===== config.mk =====
export PLATFORM = sky130hd
export DESIGN_NAME = sensor_edge_interval_decoder_core
export DESIGN_NICKNAME = d
export VERILOG_FILES = /design/src/rtl/sedi_pkg.sv /design/src/rtl/sensor_edge_interval_decoder_core.sv /design/src/rtl/sedi_in_stage.sv /design/src/rtl/sedi_frame_dec.sv /design/src/rtl/sedi_out_stage.sv
export SDC_FILE = /design/constraint.sdc
export NUM_CORES = 1
export LEC_CHECK = 0
export BUFFER_PORTS_ARGS = -buffer_cell sky130_fd_sc_hd__buf_2
export CAP_MARGIN = 20
export CORE_MARGIN = 10
export CORE_UTILIZATION = 34
export DETAILED_ROUTE_END_ITERATION = 16
export PLACE_DENSITY = 0.54
export SKIP_LAST_GASP = 1
export SYNTH_ARGS = -nofsm -noshare
export SYNTH_HDL_FRONTEND = slang
export SYNTH_SLANG_ARGS = --single-unit

===== constraint.sdc =====
create_clock -name clk_i -period 8.8 [get_ports clk_i]
set_input_delay 0.88 -clock clk_i [delete_from_list [all_inputs] [get_ports clk_i]]
set_output_delay 0.88 -clock clk_i [all_outputs]
set_load 0.05 [all_outputs]

===== src/rtl/sedi_pkg.sv =====
package sedi_pkg;

  // Field widths
  localparam int IntervalWidth  = 16;
  localparam int ThresholdWidth = 16;
  localparam int SkipWidth      = 3;
  localparam int FrameBits      = 40;
  localparam int BitCountWidth  = 6;
  localparam int HumidityWidth  = 16;
  localparam int TempWidth      = 16;
  localparam int ChecksumWidth  = 8;

  // Interval and threshold are compared at the wider of the two
  localparam int CmpWidth = (IntervalWidth > ThresholdWidth) ? IntervalWidth : ThresholdWidth;

  // Configuration port
  localparam int CfgIdxWidth  = 1;
  localparam int CfgDataWidth = 16;

  // Stream widths
  localparam int KindWidth    = 2;
  localparam int StatusWidth  = 2;
  localparam int InDataWidth  = ((IntervalWidth + 7) / 8) * 8;
  localparam int OutFieldBits = HumidityWidth + TempWidth + ChecksumWidth + BitCountWidth;
  localparam int OutDataWidth = ((OutFieldBits + 7) / 8) * 8;

  // Reset values of the configuration registers
  localparam logic [ThresholdWidth-1:0] ThresholdReset = ThresholdWidth'(110);
  localparam logic [SkipWidth-1:0]      SkipReset      = SkipWidth'(1);

  // Register indexes
  localparam logic [CfgIdxWidth-1:0] CfgThreshold = CfgIdxWidth'(0);
  localparam logic [CfgIdxWidth-1:0] CfgSkip      = CfgIdxWidth'(1);

  typedef enum logic [KindWidth-1:0] {
    KindStart   = 2'd0,
    KindEdge    = 2'd1,
    KindTimeout = 2'd2
  } kind_e;

  typedef enum logic [StatusWidth-1:0] {
    StatusOk     = 2'd0,
    StatusBadSum = 2'd1,
    StatusShort  = 2'd2
  } status_e;

  typedef struct packed {
    kind_e                    kind;
    logic [IntervalWidth-1:0] interval;
  } item_t;

  typedef struct packed {
    logic [HumidityWidth-1:0] humidity;
    logic [TempWidth-1:0]     temperature;
    logic [ChecksumWidth-1:0] checksum;
    status_e                  status;
    logic [BitCountWidth-1:0] bits_seen;
  } result_t;

endpackage


===== src/rtl/sensor_edge_interval_decoder_core.sv =====
// Channel  | Direction | Word contents (lowest bit first)
// ---------+-----------+---------------------------------------------------------
// s_axis   | in        | tdata: interval_us[15:0]; tuser: kind[1:0]
// m_axis   | out       | tdata: humidity_tenths, temperature_word, checksum_byte,
//          |           |        bits_seen, zero pad; tuser: status[1:0]
// cfg      | in        | cfg_we_i, cfg_idx_i (0 threshold, 1 skip), cfg_wdata_i
//
// One word per cycle while the result side is not stalled; a word passes
// through the input register, then through the frame decoder into the result
// register. Reset clears both registers' valid flags and the frame state and
// loads the threshold (110) and skip count (1). A stalled result holds the
// decoder word in place; the input register still takes a word when empty.
module sensor_edge_interval_decoder_core (
  input  logic                              clk_i,
  input  logic                              rst_ni,
  input  logic                              cfg_we_i,
  input  logic [sedi_pkg::CfgIdxWidth-1:0]  cfg_idx_i,
  input  logic [sedi_pkg::CfgDataWidth-1:0] cfg_wdata_i,
  input  logic                              s_axis_tvalid,
  output logic                              s_axis_tready,
  input  logic [sedi_pkg::InDataWidth-1:0]  s_axis_tdata,  // interval_us
  input  logic [sedi_pkg::KindWidth-1:0]    s_axis_tuser,  // kind
  output logic                              m_axis_tvalid,
  input  logic                              m_axis_tready,
  // humidity_tenths, temperature_word, checksum_byte, bits_seen, pad
  output logic [sedi_pkg::OutDataWidth-1:0] m_axis_tdata,
  output logic [sedi_pkg::StatusWidth-1:0]  m_axis_tuser   // status
);
  import sedi_pkg::*;

  item_t   in_item, held_item;
  logic    held_valid, advance, out_ready, res_valid;
  result_t dec_result, out_result;

  assign in_item.kind     = kind_e'(s_axis_tuser);
  assign in_item.interval = s_axis_tdata[IntervalWidth-1:0];

  // Held word moves on once the result register can take its result
  assign advance = held_valid && out_ready;

  sedi_in_stage u_in (
    .clk_i   (clk_i),
    .rst_ni  (rst_ni),
    .valid_i (s_axis_tvalid),
    .ready_o (s_axis_tready),
    .item_i  (in_item),
    .take_i  (advance),
    .valid_o (held_valid),
    .item_o  (held_item)
  );

  sedi_frame_dec u_dec (
    .clk_i       (clk_i),
    .rst_ni      (rst_ni),
    .cfg_we_i    (cfg_we_i),
    .cfg_idx_i   (cfg_idx_i),
    .cfg_wdata_i (cfg_wdata_i),
    .item_i      (held_item),
    .commit_i    (advance),
    .res_valid_o (res_valid),
    .result_o    (dec_result)
  );

  sedi_out_stage u_out (
    .clk_i    (clk_i),
    .rst_ni   (rst_ni),
    .load_i   (advance && res_valid),
    .result_i (dec_result),
    .ready_o  (out_ready),
    .valid_o  (m_axis_tvalid),
    .ready_i  (m_axis_tready),
    .result_o (out_result)
  );

  // Output word packing
  assign m_axis_tdata = OutDataWidth'({out_result.bits_seen, out_result.checksum,
                                       out_result.temperature, out_result.humidity});
  assign m_axis_tuser = out_result.status;

endmodule


===== src/rtl/sedi_in_stage.sv =====
module sedi_in_stage (
  input  logic           clk_i,
  input  logic           rst_ni,
  input  logic           valid_i,
  output logic           ready_o,
  input  sedi_pkg::item_t item_i,
  input  logic           take_i,
  output logic           valid_o,
  output sedi_pkg::item_t item_o
);
  import sedi_pkg::*;

  logic  valid_q, valid_d;
  item_t item_q;

  // Slot is free when empty or being drained this cycle
  assign ready_o = !valid_q || take_i;

  always_comb begin
    valid_d = valid_q;
    if (ready_o) begin
      valid_d = valid_i;
    end
  end

  always_ff @(posedge clk_i or negedge rst_ni) begin
    if (!rst_ni) begin
      valid_q <= 1'b0;
    end else begin
      valid_q <= valid_d;
    end
  end

  // Payload, no reset
  always_ff @(posedge clk_i) begin
    if (ready_o && valid_i) begin
      item_q <= item_i;
    end
  end

  assign valid_o = valid_q;
  assign item_o  = item_q;

endmodule


===== src/rtl/sedi_frame_dec.sv =====
module sedi_frame_dec (
  input  logic                               clk_i,
  input  logic                               rst_ni,
  input  logic                               cfg_we_i,
  input  logic [sedi_pkg::CfgIdxWidth-1:0]   cfg_idx_i,
  input  logic [sedi_pkg::CfgDataWidth-1:0]  cfg_wdata_i,
  input  sedi_pkg::item_t                    item_i,
  input  logic                               commit_i,
  output logic                               res_valid_o,
  output sedi_pkg::result_t                  result_o
);
  import sedi_pkg::*;

  // Configuration
  logic [ThresholdWidth-1:0] threshold_q;
  logic [SkipWidth-1:0]      skip_edges_q;

  // Frame state
  logic [FrameBits-1:0]     shift_q, shift_d;
  logic [BitCountWidth-1:0] bit_count_q, bit_count_d;
  logic [SkipWidth-1:0]     skip_count_q, skip_count_d;
  logic                     active_q, active_d;

  logic                     data_bit;
  logic [FrameBits-1:0]     shift_next;
  logic [ChecksumWidth-1:0] sum;

  // Bit decision and the shifted frame
  assign data_bit   = CmpWidth'(item_i.interval) > CmpWidth'(threshold_q);
  assign shift_next = {shift_q[FrameBits-2:0], data_bit};
  assign sum = shift_next[39:32] + shift_next[31:24] + shift_next[23:16] + shift_next[15:8];

  // Next state and result for the held word
  always_comb begin
    shift_d      = shift_q;
    bit_count_d  = bit_count_q;
    skip_count_d = skip_count_q;
    active_d     = active_q;
    res_valid_o  = 1'b0;
    result_o     = '0;
    case (item_i.kind)
      KindStart: begin
        shift_d      = '0;
        bit_count_d  = '0;
        skip_count_d = '0;
        active_d     = 1'b1;
      end
      KindEdge: begin
        if (active_q) begin
          if (skip_count_q < skip_edges_q) begin
            skip_count_d = skip_count_q + SkipWidth'(1);
          end else if (bit_count_q < BitCountWidth'(FrameBits)) begin
            shift_d     = shift_next;
            bit_count_d = bit_count_q + BitCountWidth'(1);
            if (bit_count_q == BitCountWidth'(FrameBits - 1)) begin
              active_d             = 1'b0;
              res_valid_o          = 1'b1;
              result_o.humidity    = shift_next[39:24];
              result_o.temperature = shift_next[23:8];
              result_o.checksum    = shift_next[7:0];
              result_o.status      = (sum == shift_next[7:0]) ? StatusOk : StatusBadSum;
              result_o.bits_seen   = BitCountWidth'(FrameBits);
            end
          end
        end
      end
      KindTimeout: begin
        if (active_q) begin
          active_d           = 1'b0;
          res_valid_o        = 1'b1;
          result_o.status    = StatusShort;
          result_o.bits_seen = bit_count_q;
        end
      end
      default: begin
      end
    endcase
  end

  // Configuration registers
  always_ff @(posedge clk_i or negedge rst_ni) begin
    if (!rst_ni) begin
      threshold_q  <= ThresholdReset;
      skip_edges_q <= SkipReset;
    end else if (cfg_we_i) begin
      case (cfg_idx_i)
        CfgThreshold: threshold_q  <= cfg_wdata_i[ThresholdWidth-1:0];
        CfgSkip:      skip_edges_q <= cfg_wdata_i[SkipWidth-1:0];
        default: begin
        end
      endcase
    end
  end

  // Frame state, updated when the held word moves on
  always_ff @(posedge clk_i or negedge rst_ni) begin
    if (!rst_ni) begin
      shift_q      <= '0;
      bit_count_q  <= '0;
      skip_count_q <= '0;
      active_q     <= 1'b0;
    end else if (commit_i) begin
      shift_q      <= shift_d;
      bit_count_q  <= bit_count_d;
      skip_count_q <= skip_count_d;
      active_q     <= active_d;
    end
  end

endmodule


===== src/rtl/sedi_out_stage.sv =====
module sedi_out_stage (
  input  logic              clk_i,
  input  logic              rst_ni,
  input  logic              load_i,
  input  sedi_pkg::result_t result_i,
  output logic              ready_o,
  output logic              valid_o,
  input  logic              ready_i,
  output sedi_pkg::result_t result_o
);
  import sedi_pkg::*;

  logic    valid_q, valid_d;
  result_t result_q;

  // Free when empty or being taken downstream this cycle
  assign ready_o = !valid_q || ready_i;

  always_comb begin
    valid_d = valid_q;
    if (load_i) begin
      valid_d = 1'b1;
    end else if (ready_i) begin
      valid_d = 1'b0;
    end
  end

  always_ff @(posedge clk_i or negedge rst_ni) begin
    if (!rst_ni) begin
      valid_q <= 1'b0;
    end else begin
      valid_q <= valid_d;
    end
  end

  always_ff @(posedge clk_i) begin
    if (load_i) begin
      result_q <= result_i;
    end
  end

  assign valid_o  = valid_q;
  assign result_o = result_q;

endmodule


==> out/metrics.yaml <==
outcome: "completed"
cts_tree: "built"
hpwlAfterDp_mm: 9.347
skew_ns: 0.008266
n_antenna_cell: 0
slew_violations: 0
clk-insertion-delay-late_ns: 0.42
clock-sinks: 136
critical_path_arrival_ns: 3.70
cp_common_cell: "fa_1"
rsz0062_at_grt: "no"
routed_via_density: 4.733
final_cell_mix: "89 x buf_2, 66 x edfxtp_1, 64 x dfrtp_1, 41 x a22o_1, 40 x and2_1"
fin_ws_ns: 5.251
ctsHoldBuffers: 0
fmax_ghz: 0.2818
drive_gt1_frac: 0.2535
cts_resized: 0
routed_wl_mm: 12.95
synth_edf_count: 66
drt-pass1-iter-count: 4
synth.distinct_cells: 46
drc: 0
whs_ns: 0.5048
setup_tns_ns: 0
yosysWarnings: 0
drt_iter0_drc: 166
slowest_delay_ns: 0.54
overflow: 0
cp_max_fo: 4
cp_slowest_cell: "fa_1"
fin_cells: 801
port_buffers: 89
num_vias: 3791
crit_end: "u_out.result_o[6]"
cts_made_buffers: 17
grt_max_degree: 71
core_area_mm2: 0.01796
dieArea_mm2: 0.02401
synth-async-reset-ratio: 0.5147
grt_use_met1: 0.1427
ir_drop_mv: 0.1414
critPathLaunch: "u_dec.shift_q[8]"
crit_path_end_kind: "flip-flop"
period_share: 0.4033
clock_path_buffers: 2
globalRouteTotalUtil: 0.1131
cpLargestDelayFamily: "adder cells"
final_common_cell: "buf_2"
hold_path.class: "reg -> reg"
drv_cap: 0
die_x_um: 154.9
start_util: 0.3446
drtAntennaViolNets: 0
yosysSeqAreaShare: 0.6043
rows: 49
pin_count: 92
ys.flop_type: "edfxtp_1"
netlist_area_mm2: 0.006191
clk_pin_slew_ns: 0.06
netlist_instances: 463
dp.cells: 769
required_ns: 8.95
busiest_layer: "met2"
area_delta_synth_final_pct: 20.15
power.density_mw_per_mm2: 205.2
crit_type: "reg -> reg"
chipHeight_um: 154.9
reg2reg_from: "u_dec.shift_q[8]"
r2r_end: "u_out.result_o[6]"
h-tree-depth: 4
postCtsSetupRepairBufs: 0
cp.buffers_inverters: 2
worstSetupPathDepth: 12
startpoint_type: "flip-flop"
hold_viol_final: 0
cts_root_buf: "clkbuf_16"
antenna_found_initial: 0
synth-seq-cells: 136
place.gp.congestion: 0.8543
p_leak_nw: 3.473
syn_avg_cell_area_um2: 13.37
gr-usage-met3: 0.04274
ff2ff_path_depth: 12
path_cells: "fa_1 -> inv_1 -> fa_1 -> inv_1 -> ha_1 -> fa_1 -> a21o_1 -> a21oi_1 -> o21ai_0 -> xnor2_1 -> nor4_1 -> a31oi_1"
dpl_worst_slack_ns: 5.276
nets: 644
r2r_slack_ns: 5.25
grt_pass1_wl_mm: 21.62
relSlewSlack: 0.3777
grtUsageMet2: 0.1720
worst_pin_slew_ns: 0.9335
post_drt_wl_per_cell_um: 16.16
first_global_vias: 4194
fin_crit_ns: 3.549
setup_viol: 0
## layer usage
metal / routed length (µm) / share of wire / up-vias
met5: 0 / 0 / -
met4: 177 / 0.014 / 0
met3: 850 / 0.066 / 10
met2: 5979 / 0.46 / 96
met1: 5938 / 0.46 / 1857
li1: - / - / 1828
## where the power goes
part / switching [mW] / internal (mW) / leakage (nW)
Sequential: 0.0122 / 0.693 / 1.63
Combinational: 0.0729 / 0.0446 / 1.56
Clock: 0.263 / 0.440 / 0.285
Total: 0.348 / 1.18 / 3.47
## worst min path at each step
stage                                      from                    end  slack (ns)  cells after the start
final                      u_dec.threshold_q[3]   u_dec.threshold_q[3]        0.50                      2
after detailed placement  u_dec.skip_edges_q[1]  u_dec.skip_edges_q[1]        0.50                      1
after global placement     u_dec.threshold_q[6]   u_dec.threshold_q[6]        0.50                      2
after floorplan            u_dec.threshold_q[1]   u_dec.threshold_q[1]        0.48                      2
after global routing       u_dec.threshold_q[2]   u_dec.threshold_q[2]        0.53                      2
after CTS                 u_dec.skip_edges_q[1]  u_dec.skip_edges_q[1]        0.51                      1
## cell usage after synthesis (7+ instances only)
cell type	n	area, µm²
nand2_1	26	97.59
fa_1	14	280.3
nor2_1	15	56.30
dfrtp_1	64	1602
a22o_1	41	359.1
and2_1	40	250.2
clkbuf_1	7	26.28
edfxtp_1	66	1982
o21ai_0	21	105.1
inv_1	34	127.6
xnor2_1	16	140.1
ha_1	31	387.9
a21oi_1	10	50.05
## kinds of logic (layout without fill, tap and decap cells)
group | count (synthesis) | in the layout | synth area share
flip-flops | 136 | 136 | 0.6043
AND/OR/NAND/NOR | 111 | 111 | 0.09842
AO/OA/AOI/OAI | 89 | 89 | 0.1059
buffers and inverters | 53 | 161 | 0.04082
adder cells (fa/ha/maj) | 45 | 45 | 0.1079
XOR/XNOR | 22 | 22 | 0.03112
multiplexers | 6 | 6 | 0.01091
other | 1 | 2 | 0.0006057
## stage by stage
| step | area (µm²) | utilization | power (mW) |
|---|---|---|---|
| global placement | 6854 | 0.3816 | 0.8317 |
| global route | 7438 | 0.4141 | 1.597 |
| finish | 7438 | 0.4141 | 1.526 |
| floorplan | 6195 | - | 0.7974 |
| CTS | 7438 | 0.4141 | 1.547 |
| detailed placement | 6854 | 0.3816 | 0.8368 |
## state kept, by name, indices dropped and copies added, names as in the netlist
name                cells
u_dec.active_q          1
u_dec.bit_count_q       6
u_dec.shift_q          39
u_dec.skip_count_q      3
u_dec.skip_edges_q      3
u_dec.threshold_q      16
u_in.item_o            18
u_in.valid_o            1
u_out.result_o         48
u_out.valid_o           1
## tightest hold or removal path: stages (launching register included)
cell and delay, ns:
dfstp_2 0.36, inv_1 0.06, o21ai_0 0.08
## layout make-up
type / count / area [µm²]
fillers: 1687 / 10530
flip-flops and latches: 136 / 3741
multi-input cells: 275 / 2208
repair buffers: 95 / 490.5
clock buffers: 17 / 425.4
well taps: 229 / 286.5
clock inverters: 15 / 158.9
inverters: 34 / 127.6
Power figures use the tool's default switching activity.
